<file path="config.mk">
export PLATFORM = sky130hd
export DESIGN_NAME = timed_frame_slot_sequencer_core
export DESIGN_NICKNAME = d
export VERILOG_FILES = /design/src/design/tfss_pkg.sv /design/src/design/tfss_div.sv /design/src/design/timed_frame_slot_sequencer_core.sv
export SDC_FILE = /design/constraint.sdc
export NUM_CORES = 1
export LEC_CHECK = 0
export ABC_AREA = 1
export BUFFER_PORTS_ARGS = -buffer_cell sky130_fd_sc_hd__buf_4
export CAP_MARGIN = 10
export CORE_ASPECT_RATIO = 0.6
export CORE_MARGIN = 10
export CORE_UTILIZATION = 40
export DETAILED_ROUTE_END_ITERATION = 8
export SLEW_MARGIN = 20
export SYNTH_ARGS = -nofsm -noshare
export SYNTH_HDL_FRONTEND = slang
export SYNTH_SLANG_ARGS = --single-unit
</file>
<file path="constraint.sdc">
create_clock -name clk -period 6.4 [get_ports clk]
set_input_delay 0.96 -clock clk [delete_from_list [all_inputs] [get_ports clk]]
set_output_delay 0.96 -clock clk [all_outputs]
set_load 0.005 [all_outputs]
</file>
<file path="src/design/tfss_pkg.sv">
`timescale 1ns / 1ps
`default_nettype none
// ----------------------------------------------------------------------------
// tfss_pkg: shared definitions of the timed frame slot sequencer
// Operation codes, register indexes, reset values and the divider status.
// ----------------------------------------------------------------------------
package tfss_pkg;

    localparam int TIME_BITS_DEF = 24;
    localparam int SLOT_BITS_DEF = 10;

    localparam int DURATION_RESET = 1280000;
    localparam int CAPACITY_RESET = 1;

    localparam logic [1:0] OP_TICK  = 2'd0;
    localparam logic [1:0] OP_START = 2'd1;
    localparam logic [1:0] OP_STOP  = 2'd2;
    localparam logic [1:0] OP_RSVD  = 2'd3;

    localparam logic [2:0] REG_DURATION = 3'd0;
    localparam logic [2:0] REG_LOOP     = 3'd1;
    localparam logic [2:0] REG_START    = 3'd2;
    localparam logic [2:0] REG_END      = 3'd3;
    localparam logic [2:0] REG_CAPACITY = 3'd4;

    typedef struct packed {
        logic busy;
        logic done;
    } div_status_t;

endpackage
`default_nettype wire

</file>
<file path="src/design/tfss_div.sv">
`timescale 1ns / 1ps
`default_nettype none
// ----------------------------------------------------------------------------
// tfss_div: bit-serial restoring divider
// Takes one dividend bit per cycle, MSB first, and leaves quotient and
// remainder in place; done pulses for one cycle when they are ready.
// ----------------------------------------------------------------------------
module tfss_div
    import tfss_pkg::*;
#(
    parameter int DIVIDEND_BITS = TIME_BITS_DEF + SLOT_BITS_DEF,
    parameter int DIVISOR_BITS  = TIME_BITS_DEF
)
(
    input  wire logic                     clk,
    input  wire logic                     rst_n,
    input  wire logic                     start,
    input  wire logic [DIVIDEND_BITS-1:0] dividend,
    input  wire logic [DIVISOR_BITS-1:0]  divisor,
    output logic      [DIVIDEND_BITS-1:0] quotient,
    output logic      [DIVISOR_BITS-1:0]  remainder,
    output div_status_t                   status
);

    localparam int CW = $clog2(DIVIDEND_BITS);

    logic [DIVIDEND_BITS-1:0] quo_reg, quo_next;
    logic [DIVISOR_BITS-1:0]  rem_reg, rem_next;
    logic [CW-1:0]            cnt_reg, cnt_next;
    logic                     busy_reg, busy_next;
    logic                     done_reg, done_next;

    logic [DIVISOR_BITS:0]    trial;
    logic [DIVISOR_BITS:0]    diff;
    logic                     fits;

    always_comb
    begin
        trial = {rem_reg, quo_reg[DIVIDEND_BITS-1]};
        diff  = trial - {1'b0, divisor};
        fits  = (trial >= {1'b0, divisor});

        quo_next  = quo_reg;
        rem_next  = rem_reg;
        cnt_next  = cnt_reg;
        busy_next = busy_reg;
        done_next = 1'b0;

        if (busy_reg)
        begin
            // The partial remainder stays below the divisor, so either
            // result fits the divisor width.
            rem_next = fits ? diff[DIVISOR_BITS-1:0] : trial[DIVISOR_BITS-1:0];
            quo_next = {quo_reg[DIVIDEND_BITS-2:0], fits};
            cnt_next = cnt_reg + CW'(1);
            if (cnt_reg == CW'(DIVIDEND_BITS - 1))
            begin
                busy_next = 1'b0;
                done_next = 1'b1;
            end
        end
        else if (start)
        begin
            quo_next  = dividend;
            rem_next  = '0;
            cnt_next  = '0;
            busy_next = 1'b1;
        end
    end

    always_ff @(posedge clk or negedge rst_n)
    begin
        if (!rst_n)
        begin
            cnt_reg  <= '0;
            busy_reg <= 1'b0;
            done_reg <= 1'b0;
        end
        else
        begin
            cnt_reg  <= cnt_next;
            busy_reg <= busy_next;
            done_reg <= done_next;
        end
    end

    always_ff @(posedge clk)
    begin
        quo_reg <= quo_next;
        rem_reg <= rem_next;
    end

    assign quotient    = quo_reg;
    assign remainder   = rem_reg;
    assign status.busy = busy_reg;
    assign status.done = done_reg;

endmodule
`default_nettype wire

</file>
<file path="src/design/timed_frame_slot_sequencer_core.sv">
`timescale 1ns / 1ps
`default_nettype none
// ----------------------------------------------------------------------------
// timed_frame_slot_sequencer_core: frame index sequencer driven by time
// Stop, reserved and ignored words go straight to the emit state; a tick
// passes through the bit-serial multiplier and the shared bit-serial
// divider, which runs up to three times per word.
// Throughput: one word at a time; the next word is taken once the result
// sits in the output register. Reset clears the active flag, elapsed time,
// the controller and the result valid flag; configuration registers
// return to their reset values.
// ----------------------------------------------------------------------------
module timed_frame_slot_sequencer_core
    import tfss_pkg::*;
#(
    parameter int TIME_BITS = TIME_BITS_DEF,
    parameter int SLOT_BITS = SLOT_BITS_DEF
)
(
    input  wire logic                 clk,
    input  wire logic                 rst_n,
    // configuration port
    input  wire logic                 psel,
    input  wire logic                 penable,
    input  wire logic                 pwrite,
    input  wire logic [4:0]           paddr,
    input  wire logic [31:0]          pwdata,
    output logic      [31:0]          prdata,
    output logic                      pready,
    // input channel
    input  wire logic                 op_valid,
    output logic                      op_ready,
    input  wire logic [1:0]           operation,
    input  wire logic [TIME_BITS-1:0] delta_time,
    // result channel
    output logic                      res_valid,
    input  wire logic                 res_ready,
    output logic                      frame_changed,
    output logic                      pass_done,
    output logic      [SLOT_BITS-1:0] frame_index,
    output logic                      running
);

    localparam int W   = TIME_BITS + SLOT_BITS;
    localparam int MCW = $clog2(SLOT_BITS);

    typedef enum logic [7:0] {
        S_IDLE    = 8'b0000_0001,
        S_MUL_OLD = 8'b0000_0010,
        S_DIV_OLD = 8'b0000_0100,
        S_CHECK   = 8'b0000_1000,
        S_DIV_MOD = 8'b0001_0000,
        S_MUL_NEW = 8'b0010_0000,
        S_DIV_NEW = 8'b0100_0000,
        S_EMIT    = 8'b1000_0000
    } state_t;

    // Configuration registers
    logic [TIME_BITS-1:0] duration_reg;
    logic                 loop_reg;
    logic [SLOT_BITS-1:0] start_slot_reg;
    logic [SLOT_BITS-1:0] end_slot_reg;
    logic [SLOT_BITS-1:0] cap_reg;
    logic                 cfg_write;
    logic [2:0]           cfg_index;

    assign cfg_write = psel && penable && pwrite;
    assign cfg_index = paddr[4:2];
    assign pready    = 1'b1;

    always_ff @(posedge clk or negedge rst_n)
    begin
        if (!rst_n)
        begin
            duration_reg   <= TIME_BITS'(DURATION_RESET);
            loop_reg       <= 1'b1;
            start_slot_reg <= '0;
            end_slot_reg   <= '0;
            cap_reg        <= SLOT_BITS'(CAPACITY_RESET);
        end
        else if (cfg_write)
        begin
            unique case (cfg_index)
                REG_DURATION: duration_reg   <= pwdata[TIME_BITS-1:0];
                REG_LOOP:     loop_reg       <= pwdata[0];
                REG_START:    start_slot_reg <= pwdata[SLOT_BITS-1:0];
                REG_END:      end_slot_reg   <= pwdata[SLOT_BITS-1:0];
                REG_CAPACITY: cap_reg        <= pwdata[SLOT_BITS-1:0];
                default:      ;
            endcase
        end
    end

    always_comb
    begin
        unique case (cfg_index)
            REG_DURATION: prdata = 32'(duration_reg);
            REG_LOOP:     prdata = 32'(loop_reg);
            REG_START:    prdata = 32'(start_slot_reg);
            REG_END:      prdata = 32'(end_slot_reg);
            REG_CAPACITY: prdata = 32'(cap_reg);
            default:      prdata = '0;
        endcase
    end

    // Clamped slot range and frame count
    logic [SLOT_BITS-1:0] s_cl;
    logic [SLOT_BITS-1:0] e_cl;
    logic [SLOT_BITS-1:0] count;
    logic                 cfg_bad;

    always_comb
    begin
        s_cl = (start_slot_reg >= cap_reg) ? cap_reg : start_slot_reg;
        e_cl = (end_slot_reg >= cap_reg) ? cap_reg : end_slot_reg;
        if (s_cl == '0 && e_cl == '0)
        begin
            count = cap_reg;
        end
        else
        begin
            count = (e_cl >= s_cl) ? (e_cl - s_cl) : (s_cl - e_cl);
        end
        cfg_bad = (duration_reg == '0) || (cap_reg == '0);
    end

    // Controller and datapath registers
    state_t               state_reg, state_next;
    logic                 active_reg, active_next;
    logic [TIME_BITS-1:0] elapsed_reg, elapsed_next;
    logic [TIME_BITS:0]   t_reg, t_next;
    logic                 have_old_reg, have_old_next;
    logic [W-1:0]         old_rel_reg, old_rel_next;
    logic                 launch_reg, launch_next;
    logic [W-1:0]         acc_reg, acc_next;
    logic [W-1:0]         mcand_reg, mcand_next;
    logic [SLOT_BITS-1:0] mplier_reg, mplier_next;
    logic [MCW-1:0]       mcnt_reg, mcnt_next;
    logic                 pdone_reg, pdone_next;
    logic                 pchanged_reg, pchanged_next;
    logic [SLOT_BITS-1:0] pframe_reg, pframe_next;
    logic                 res_valid_reg, res_valid_next;
    logic                 frame_changed_reg, frame_changed_next;
    logic                 pass_done_reg, pass_done_next;
    logic [SLOT_BITS-1:0] frame_index_reg, frame_index_next;
    logic                 running_reg, running_next;

    // Shared divider
    logic [W-1:0]         div_dividend;
    logic [W-1:0]         div_quo;
    logic [TIME_BITS-1:0] div_rem;
    div_status_t          div_stat;

    assign div_dividend = (state_reg == S_DIV_MOD) ? W'(t_reg) : acc_reg;

    tfss_div #(
        .DIVIDEND_BITS (W),
        .DIVISOR_BITS  (TIME_BITS)
    ) u_div (
        .clk       (clk),
        .rst_n     (rst_n),
        .start     (launch_reg),
        .dividend  (div_dividend),
        .divisor   (duration_reg),
        .quotient  (div_quo),
        .remainder (div_rem),
        .status    (div_stat)
    );

    logic [SLOT_BITS-1:0] new_rel;

    assign new_rel = div_quo[SLOT_BITS-1:0];

    always_comb
    begin
        state_next         = state_reg;
        active_next        = active_reg;
        elapsed_next       = elapsed_reg;
        t_next             = t_reg;
        have_old_next      = have_old_reg;
        old_rel_next       = old_rel_reg;
        launch_next        = 1'b0;
        acc_next           = acc_reg;
        mcand_next         = mcand_reg;
        mplier_next        = mplier_reg;
        mcnt_next          = mcnt_reg;
        pdone_next         = pdone_reg;
        pchanged_next      = pchanged_reg;
        pframe_next        = pframe_reg;
        res_valid_next     = res_valid_reg && !res_ready;
        frame_changed_next = frame_changed_reg;
        pass_done_next     = pass_done_reg;
        frame_index_next   = frame_index_reg;
        running_next       = running_reg;

        unique case (state_reg) inside
            S_IDLE:
            begin
                if (op_valid)
                begin
                    have_old_next = (operation == OP_TICK);
                    t_next        = {1'b0, elapsed_reg} + {1'b0, delta_time};
                    pdone_next    = 1'b0;
                    pchanged_next = 1'b0;
                    pframe_next   = '0;
                    state_next    = S_EMIT;
                    case (operation) inside
                        OP_STOP:
                        begin
                            active_next = 1'b0;
                        end
                        OP_TICK, OP_START:
                        begin
                            if (operation == OP_START || active_reg)
                            begin
                                if (cfg_bad)
                                begin
                                    active_next = 1'b0;
                                end
                                else if (operation == OP_START)
                                begin
                                    t_next     = '0;
                                    state_next = S_CHECK;
                                end
                                else
                                begin
                                    acc_next    = '0;
                                    mcand_next  = W'(elapsed_reg);
                                    mplier_next = count;
                                    mcnt_next   = '0;
                                    state_next  = S_MUL_OLD;
                                end
                            end
                        end
                        default:
                        begin
                            // Reserved code: the active flag and elapsed time stay as they are.
                        end
                    endcase
                end
            end

            S_MUL_OLD, S_MUL_NEW:
            begin
                if (mplier_reg[0])
                begin
                    acc_next = acc_reg + mcand_reg;
                end
                mcand_next  = {mcand_reg[W-2:0], 1'b0};
                mplier_next = mplier_reg >> 1;
                mcnt_next   = mcnt_reg + MCW'(1);
                if (mcnt_reg == MCW'(SLOT_BITS - 1))
                begin
                    launch_next = 1'b1;
                    state_next  = (state_reg == S_MUL_OLD) ? S_DIV_OLD : S_DIV_NEW;
                end
            end

            S_DIV_OLD:
            begin
                if (div_stat.done)
                begin
                    old_rel_next = div_quo;
                    state_next   = S_CHECK;
                end
            end

            S_CHECK:
            begin
                if (t_reg >= {1'b0, duration_reg})
                begin
                    pdone_next = 1'b1;
                    if (loop_reg)
                    begin
                        launch_next = 1'b1;
                        state_next  = S_DIV_MOD;
                    end
                    else
                    begin
                        active_next = 1'b0;
                        state_next  = S_EMIT;
                    end
                end
                else
                begin
                    active_next  = 1'b1;
                    elapsed_next = t_reg[TIME_BITS-1:0];
                    acc_next     = '0;
                    mcand_next   = W'(t_reg[TIME_BITS-1:0]);
                    mplier_next  = count;
                    mcnt_next    = '0;
                    state_next   = S_MUL_NEW;
                end
            end

            S_DIV_MOD:
            begin
                if (div_stat.done)
                begin
                    active_next  = 1'b1;
                    elapsed_next = div_rem;
                    acc_next     = '0;
                    mcand_next   = W'(div_rem);
                    mplier_next  = count;
                    mcnt_next    = '0;
                    state_next   = S_MUL_NEW;
                end
            end

            S_DIV_NEW:
            begin
                if (div_stat.done)
                begin
                    // A start has no previous frame, so it always reports.
                    if (!have_old_reg || div_quo != old_rel_reg)
                    begin
                        pchanged_next = 1'b1;
                        pframe_next   = (s_cl <= e_cl) ? (s_cl + new_rel)
                                                       : (s_cl - SLOT_BITS'(1) - new_rel);
                    end
                    state_next = S_EMIT;
                end
            end

            S_EMIT:
            begin
                if (!res_valid_reg || res_ready)
                begin
                    res_valid_next     = 1'b1;
                    frame_changed_next = pchanged_reg;
                    pass_done_next     = pdone_reg;
                    frame_index_next   = pframe_reg;
                    running_next       = active_next;
                    state_next         = S_IDLE;
                end
            end

            default:
            begin
                state_next = S_IDLE;
            end
        endcase
    end

    always_ff @(posedge clk or negedge rst_n)
    begin
        if (!rst_n)
        begin
            state_reg     <= S_IDLE;
            active_reg    <= 1'b0;
            elapsed_reg   <= '0;
            launch_reg    <= 1'b0;
            res_valid_reg <= 1'b0;
        end
        else
        begin
            state_reg     <= state_next;
            active_reg    <= active_next;
            elapsed_reg   <= elapsed_next;
            launch_reg    <= launch_next;
            res_valid_reg <= res_valid_next;
        end
    end

    always_ff @(posedge clk)
    begin
        t_reg             <= t_next;
        have_old_reg      <= have_old_next;
        old_rel_reg       <= old_rel_next;
        acc_reg           <= acc_next;
        mcand_reg         <= mcand_next;
        mplier_reg        <= mplier_next;
        mcnt_reg          <= mcnt_next;
        pdone_reg         <= pdone_next;
        pchanged_reg      <= pchanged_next;
        pframe_reg        <= pframe_next;
        frame_changed_reg <= frame_changed_next;
        pass_done_reg     <= pass_done_next;
        frame_index_reg   <= frame_index_next;
        running_reg       <= running_next;
    end

    assign op_ready      = (state_reg == S_IDLE);
    assign res_valid     = res_valid_reg;
    assign frame_changed = frame_changed_reg;
    assign pass_done     = pass_done_reg;
    assign frame_index   = frame_index_reg;
    assign running       = running_reg;

    // A reported frame always comes with the sequencer left running.
    assert property (@(posedge clk) disable iff (!rst_n)
        (res_valid_reg && frame_changed_reg) |-> running_reg)
        else $error("frame reported while sequencer stopped");

    // The divider only works inside one of the division states.
    assert property (@(posedge clk) disable iff (!rst_n)
        div_stat.busy |-> (state_reg == S_DIV_OLD || state_reg == S_DIV_MOD ||
                           state_reg == S_DIV_NEW))
        else $error("divider busy outside a division state");

    // A finished word waits while the output register is still occupied.
    assert property (@(posedge clk) disable iff (!rst_n)
        (state_reg == S_EMIT && res_valid_reg && !res_ready) |=> (state_reg == S_EMIT))
        else $error("result overwritten before it was taken");

    // The new relative frame is below the count, so it fits the slot width.
    assert property (@(posedge clk) disable iff (!rst_n)
        (state_reg == S_DIV_NEW && div_stat.done) |-> (div_quo[W-1:SLOT_BITS] == '0))
        else $error("relative frame out of range");

endmodule
`default_nettype wire
</file>
# After elaboration in Yosys (flattened, before gate mapping)
# Index checks and enable logic that the tools add are counted.
op_classes:
  n_lt_le_gt_ge: 6
  muxes: 104
  n_eq_ne: 36
  add_sub_neg: 10
  n_reduce_logical: 40
op_table:
  columns: ["op", "count"]
  rows:
  - ["34-bit 2-to-1 mux", 20]
  - ["34-bit one-hot mux with 4 select lines", 2]
  - ["10-bit 2-to-1 mux", 16]
  - ["25-bit 2-to-1 mux", 5]
  - ["24-bit 2-to-1 mux", 5]
  - ["24-bit one-hot mux with 5 select lines", 1]
  - ["8-bit 2-to-1 mux", 12]
  - ["8-bit one-hot mux with 7 select lines", 1]
  - ["25-bit by 24-bit greater-or-equal comparator with 1-bit output", 2]
  - ["24-bit one-hot mux with 2 select lines", 1]
  - ["10-bit one-hot mux with 4 select lines", 1]
  - ["4-bit 2-to-1 mux", 9]
  - ["34-bit adder", 1]
  - ["34-bit != test", 1]
  - ["10-bit greater-or-equal comparator", 3]
  - ["10-bit zero test", 3]
  - ["10-bit subtractor", 3]
  - ["24-bit by 24-bit adder with 25-bit output", 1]
  - ["24-bit zero test", 1]
  - ["24-bit subtractor", 1]
  - ["1-bit 2-to-1 mux", 22]
  - ["10-bit one-hot mux with 2 select lines", 1]
  - ["2-bit by 1-bit != test with 1-bit output (second input constant)", 8]
  - ["4-bit one-hot mux with 4 select lines", 1]
  - ["other kinds (43)", 75]
totals:
  word_cells: 225
  regBits: 323

# Logic depth before layout (Yosys ltp)
logic_depth:
  word_depth: 12
  depth_mapped: 28

# Modules after synthesis
# A second synthesis with hierarchy kept.
unflattened:
  cells_unflattened: 2845
  hier_area_um2: 22316.4
by_module_without_submodules:
  columns: ["mod", "area_per_inst_um2", "cells_per_inst", "n_inst"]
  rows:
  - ["timed_frame_slot_sequencer_core", 17402.9, 2142, 1]
  - ["tfss_div", 4913.5, 703, 1]

# Least setup slack after synthesis
# Ideal clock, no wire load.
synth_timing:
  kind: "reg2reg"
  from: "reg duration_reg[20]"
  to: "reg acc_reg[0] (enable)"
  setup_time_ns: 0.468
  period_less_slack_ns: 4.546
  arrival_ns: 4.078
  path_slack_ns: 1.854
  stages_incl_launch_ff: 10
  cell_sequence: "dfstp_2 inv_1 ha_1 a21oi_1 o21ai_0 a211oi_1 nand4_1 nand2_1 inv_1 nor3_1"
synth_via:
  elab_chain_cells: 4
  elab_cells_between_ends: 6
  classes_between: "order compare (1); eq/ne (2); reduce/logical (3)"
synth_rtl:
  columns: ["item", "line", "text"]
  rows:
  - ["start, declared", "timed_frame_slot_sequencer_core.sv:59", "logic [TIME_BITS-1:0] duration_reg;"]
  - ["start signal, assigned", "timed_frame_slot_sequencer_core.sv:75", "duration_reg <= TIME_BITS'(DURATION_RESET);"]
  - ["start signal, assigned", "timed_frame_slot_sequencer_core.sv:84", "REG_DURATION: duration_reg <= pwdata[TIME_BITS-1:0];"]
  - ["branches (longest 3 deep; another with 25-bit by 24-bit greater-or-equal comparator with 1-bit output)", null, null]
  - ["10-bit AND reduction (no line) (*)", null, null]
  - ["end signal, assigned", "timed_frame_slot_sequencer_core.sv:370", "acc_reg <= acc_next;"]
  - ["end, declared", "timed_frame_slot_sequencer_core.sv:135", "logic [W-1:0] acc_reg, acc_next;"]
# Every way passes the cells marked *.
# A chain may end at the register's enable or synchronous reset.

# Final worst setup path
layout_timing:
  from: "reg cap_reg[5]"
  to: "reg pframe_reg[6], data pin"
layout_via:
  elab_chain_cells: 8
  elab_cells_between_ends: 12
  classes_between: "add/sub (3); order compare (3); mux (6)"
layout_rtl:
  columns: ["item", "line", "text"]
  rows:
  - ["start, declared", "timed_frame_slot_sequencer_core.sv:63", "logic [SLOT_BITS-1:0] cap_reg;"]
  - ["start signal, assigned", "timed_frame_slot_sequencer_core.sv:79", "cap_reg <= SLOT_BITS'(CAPACITY_RESET);"]
  - ["start signal, assigned", "timed_frame_slot_sequencer_core.sv:88", "REG_CAPACITY: cap_reg <= pwdata[SLOT_BITS-1:0];"]
  - ["10-bit greater-or-equal comparator", "timed_frame_slot_sequencer_core.sv:114", "s_cl = (start_slot_reg >= cap_reg) ? cap_reg : start_slot_reg;"]
  - ["10-bit 2-to-1 mux", "timed_frame_slot_sequencer_core.sv:114", null]
  - ["10-bit by 1-bit subtractor with 10-bit output", "timed_frame_slot_sequencer_core.sv:319", ": (s_cl - SLOT_BITS'(1) - new_rel);"]
  - ["10-bit subtractor", "timed_frame_slot_sequencer_core.sv:319", null]
  - ["10-bit 2-to-1 mux (*)", "timed_frame_slot_sequencer_core.sv:318", "pframe_next = (s_cl <= e_cl) ? (s_cl + new_rel)"]
  - ["10-bit 2-to-1 mux (*)", "timed_frame_slot_sequencer_core.sv:315", "if (!have_old_reg || div_quo != old_rel_reg)"]
  - ["10-bit 2-to-1 mux (*)", "timed_frame_slot_sequencer_core.sv:312", "if (div_stat.done)"]
  - ["10-bit one-hot mux with 2 select lines (*)", "timed_frame_slot_sequencer_core.sv:196", "unique case (state_reg) inside"]
  - ["end signal, assigned", "timed_frame_slot_sequencer_core.sv:376", "pframe_reg <= pframe_next;"]
  - ["end, declared", "timed_frame_slot_sequencer_core.sv:141", "logic [SLOT_BITS-1:0] pframe_reg, pframe_next;"]
# Mark *: on every way between the ends. The rest lies on a longest branch, timed or not. The select of a mux whose other input is x is not followed.

==> results.ini <==
[status]
status=finished, final reports clean

[min_path]
hold_class=input port to async pin

[cells_and_area]
areaGrowthSynthToFinish_pct=12.04
nets=3028
drive_gt1_frac=0.08431
diodes=0

[route]
ant_nets=0
num_vias=19720
wirelength_um=72980
via_per_inst=5.593
dr.pass1.iters=6
drtIter0Drc=2274
drc=0
routedWlPerCell_um=20.70

[grt]
grt_usage=0.2181
antenna_found_initial=0
grt_pass1_vias=18150
grt_start_max_net_pins=76
grt_pass1_wl_um=110500
grt-ovfl-total=0

[clock_network]
cts.sinks=323
cts-root-to-sink-buffers=3
cts_htree_levels=2
cts_root_buf=clkbuf_16
cts_resized=0
clkLatencyLatePin_ns=0.56
post_cts_buffers=0
ctsHoldBuffers=0
cts_tree=done
numCtsBuffers=35
clkSlewWorstSetupHoldPaths_ns=0.07

[sta]
final.period_utilization=0.7439
relSlewSlack=0.3021
fin_setup_tns_ns=0
slew_viol_final=0
grt_setup_unrepaired=no
fmax_mhz=210.0
tightest_slew_ns=1.044
hold_viol=0
min_period_ns=4.761
setup_violations=0
skew_ns=0.03676

[floorplan]
die_w_um=322.0
initial_utilization=0.4041
top_level_ports=118
die_h_um=201.2
core_um2=54170
die_area_um2=64790
num_rows=66

[yosys]
ys_warn_count=0
ys.flop_type=edfxtp_1
synth_top_area_frac=0.3086
synth-edff-count=225
synth_cell_types=58
synth.top_cells.by_area=edfxtp_1 (31%), dfrtp_1 (10%), nand2_1 (10%), ha_1 (9.5%), o21ai_0 (5.9%)
syn_avg_cell_area_um2=8.084
synth-seq-area-share=0.4211
synth_area_leader_cell=edfxtp_1
yosys_register_bits=323
syn_inst=2708
synthArstFlopShare=0.3034
netlist_area_um2=21890

[power_and_ir_drop]
total_power_uw=12640
ir_drop_mv=0.2255
p_per_area_nw_per_um2=515.4
p_leak_uw=0.01100

[critical_path]
ff2ff_setup_slack_ns=1.64
slowest_delay_ns=0.42
crit_fanout=15
cpMostUsedCell=nand2_1
cp-end-kind=flop
critical_path_class=flop to flop
start_kind=flop
path_cells=inv_1 -> ha_1 -> nand2_1 -> inv_1 -> nand2_1 -> nand2_1 -> nand2_1 -> nand3_2 -> nand2_1 -> nand2_1 -> ha_1 -> fa_1 -> o21ai_1 -> a21oi_1 -> o21ai_1 -> nand2_1 -> inv_2 -> o21ai_0 -> o21ai_0 -> a21oi_1
r2r-end=pframe_reg[6]
crit_slowest_cell=dfrtp_1
r2r_cells=20
critPathArrivalTime_ns=5.03
required_ns=6.67
reg2reg_from=cap_reg[5]

[job]
max-cap-violations=0

[placed_design]
port_buffers=98
dp_hpwl_um=56650
gp_congestion=0.9800

placed cells by master, fill, tap and decap left out, types with 4 or more instances in the layout:
| master | count |
|---|---|
| inv_2 | 6 |
| o21ai_1 | 12 |
| o22ai_1 | 12 |
| dfstp_2 | 8 |
| fa_1 | 7 |
| xnor2_1 | 28 |
| o21ai_0 | 257 |
| nand2_1 | 589 |
| nor4_1 | 13 |
| ha_1 | 167 |
| nand4_1 | 58 |
| nor2_4 | 8 |
| nor3_1 | 31 |
| a22oi_1 | 14 |
| o211ai_1 | 5 |
| a21boi_0 | 6 |
| bufinv_16 | 4 |
| dfrtp_1 | 90 |
| o21a_1 | 7 |
| a21oi_1 | 251 |
| nor2_1 | 223 |
| o21bai_1 | 10 |
| clkbuf_1 | 8 |
| nand2_2 | 13 |
| conb_1 | 9 |
| edfxtp_1 | 225 |
| o2111ai_1 | 14 |
| nand3b_1 | 4 |
| or2_2 | 4 |
| a211oi_1 | 9 |
| a21o_1 | 22 |
| nand3_1 | 136 |
| a31oi_1 | 5 |
| inv_1 | 306 |
| buf_4 | 119 |
| nor2_2 | 10 |
| clkinv_2 | 8 |
| clkbuf_16 | 38 |
| a221oi_1 | 9 |
| xor2_1 | 31 |
report_power, final:
part           leakage, uW  switching [uW]  internal [uW]
combinational      0.00710            4460           2120
sequential         0.00331             664           3240
clock             0.000582             904           1260
stage by stage:
step	std cells	cell area, um2	util	hold WS, ns	setup slack [ns]
floorplan	2715	21920	-	0.4003	1.854
detailed placement	3461	23320	0.4305	0.4045	1.717
global route	3525	24530	0.4528	0.3045	1.157
CTS	3525	24520	0.4527	0.2859	1.705
finish	3525	24530	0.4528	0.2937	1.639
global placement	3461	23320	0.4305	0.4014	1.758
worst max-delay path, delay by kind of cell, from the launching register on:
family / cells / cell delay, ns
compound gates: 6 / 1.04
flops: 1 / 0.42
buf+inv: 3 / 0.51
fa+ha+maj: 3 / 1.01
simple gates: 8 / 1.48
Yosys cell counts, types with 14 or more instances:
cell type and count:
nor3_1 32, o2111ai_1 14, o21ai_0 257, a22oi_1 14
inv_1 307, nor2_1 228, clkbuf_1 50, xnor2_1 28
ha_1 167, nand2_1 590, a21o_1 22, a21oi_1 251
nand3_1 136, buf_2 23, nand4_1 58, edfxtp_1 225
xor2_1 31, dfrtp_1 90
per-layer routing:
layer  vias up  GRT usage  share of wire
met1      9409     0.3513           0.50
met4         0    0.03266          0.013
li1       9425          -              -
met2       814     0.2881           0.38
met3        67    0.05121           0.10
met5         -          0              0
cell type report:
| type | instances | area [um2] |
|---|---|---|
| inverters | 313 | 1175 |
| multi-input cells | 1991 | 11140 |
| fillers | 5340 | 29640 |
| clock buffers | 46 | 980.9 |
| flip-flops and latches | 323 | 9219 |
| clock inverters | 18 | 216.5 |
| repair buffers | 120 | 904.6 |
| well taps | 714 | 893.4 |
cells by family after synthesis:
group | synth area share
other | 0.0003431
and+or+nand+nor | 0.2177
AOI/OAI and AO/OA | 0.1627
adders and majority gates | 0.1019
xor gates and xnor gates | 0.02361
buffers and inverters | 0.07264
DFF | 0.4211
worst max path at each step:
| stage | startpoint | endpoint | slack (ns) |
|---|---|---|---|
| final | cap_reg[5] | pframe_reg[6] | 1.64 |
| after global routing | cap_reg[5] | pframe_reg[6] | 1.16 |
| after CTS | cap_reg[5] | pframe_reg[5] | 1.70 |
| after detailed placement | cap_reg[5] | pframe_reg[9] | 1.72 |
| after global placement | cap_reg[5] | pframe_reg[9] | 1.76 |
| after floorplan | duration_reg[20] | acc_reg[0] | 1.85 |
Note: power is estimated with default switching activity, not from simulation.
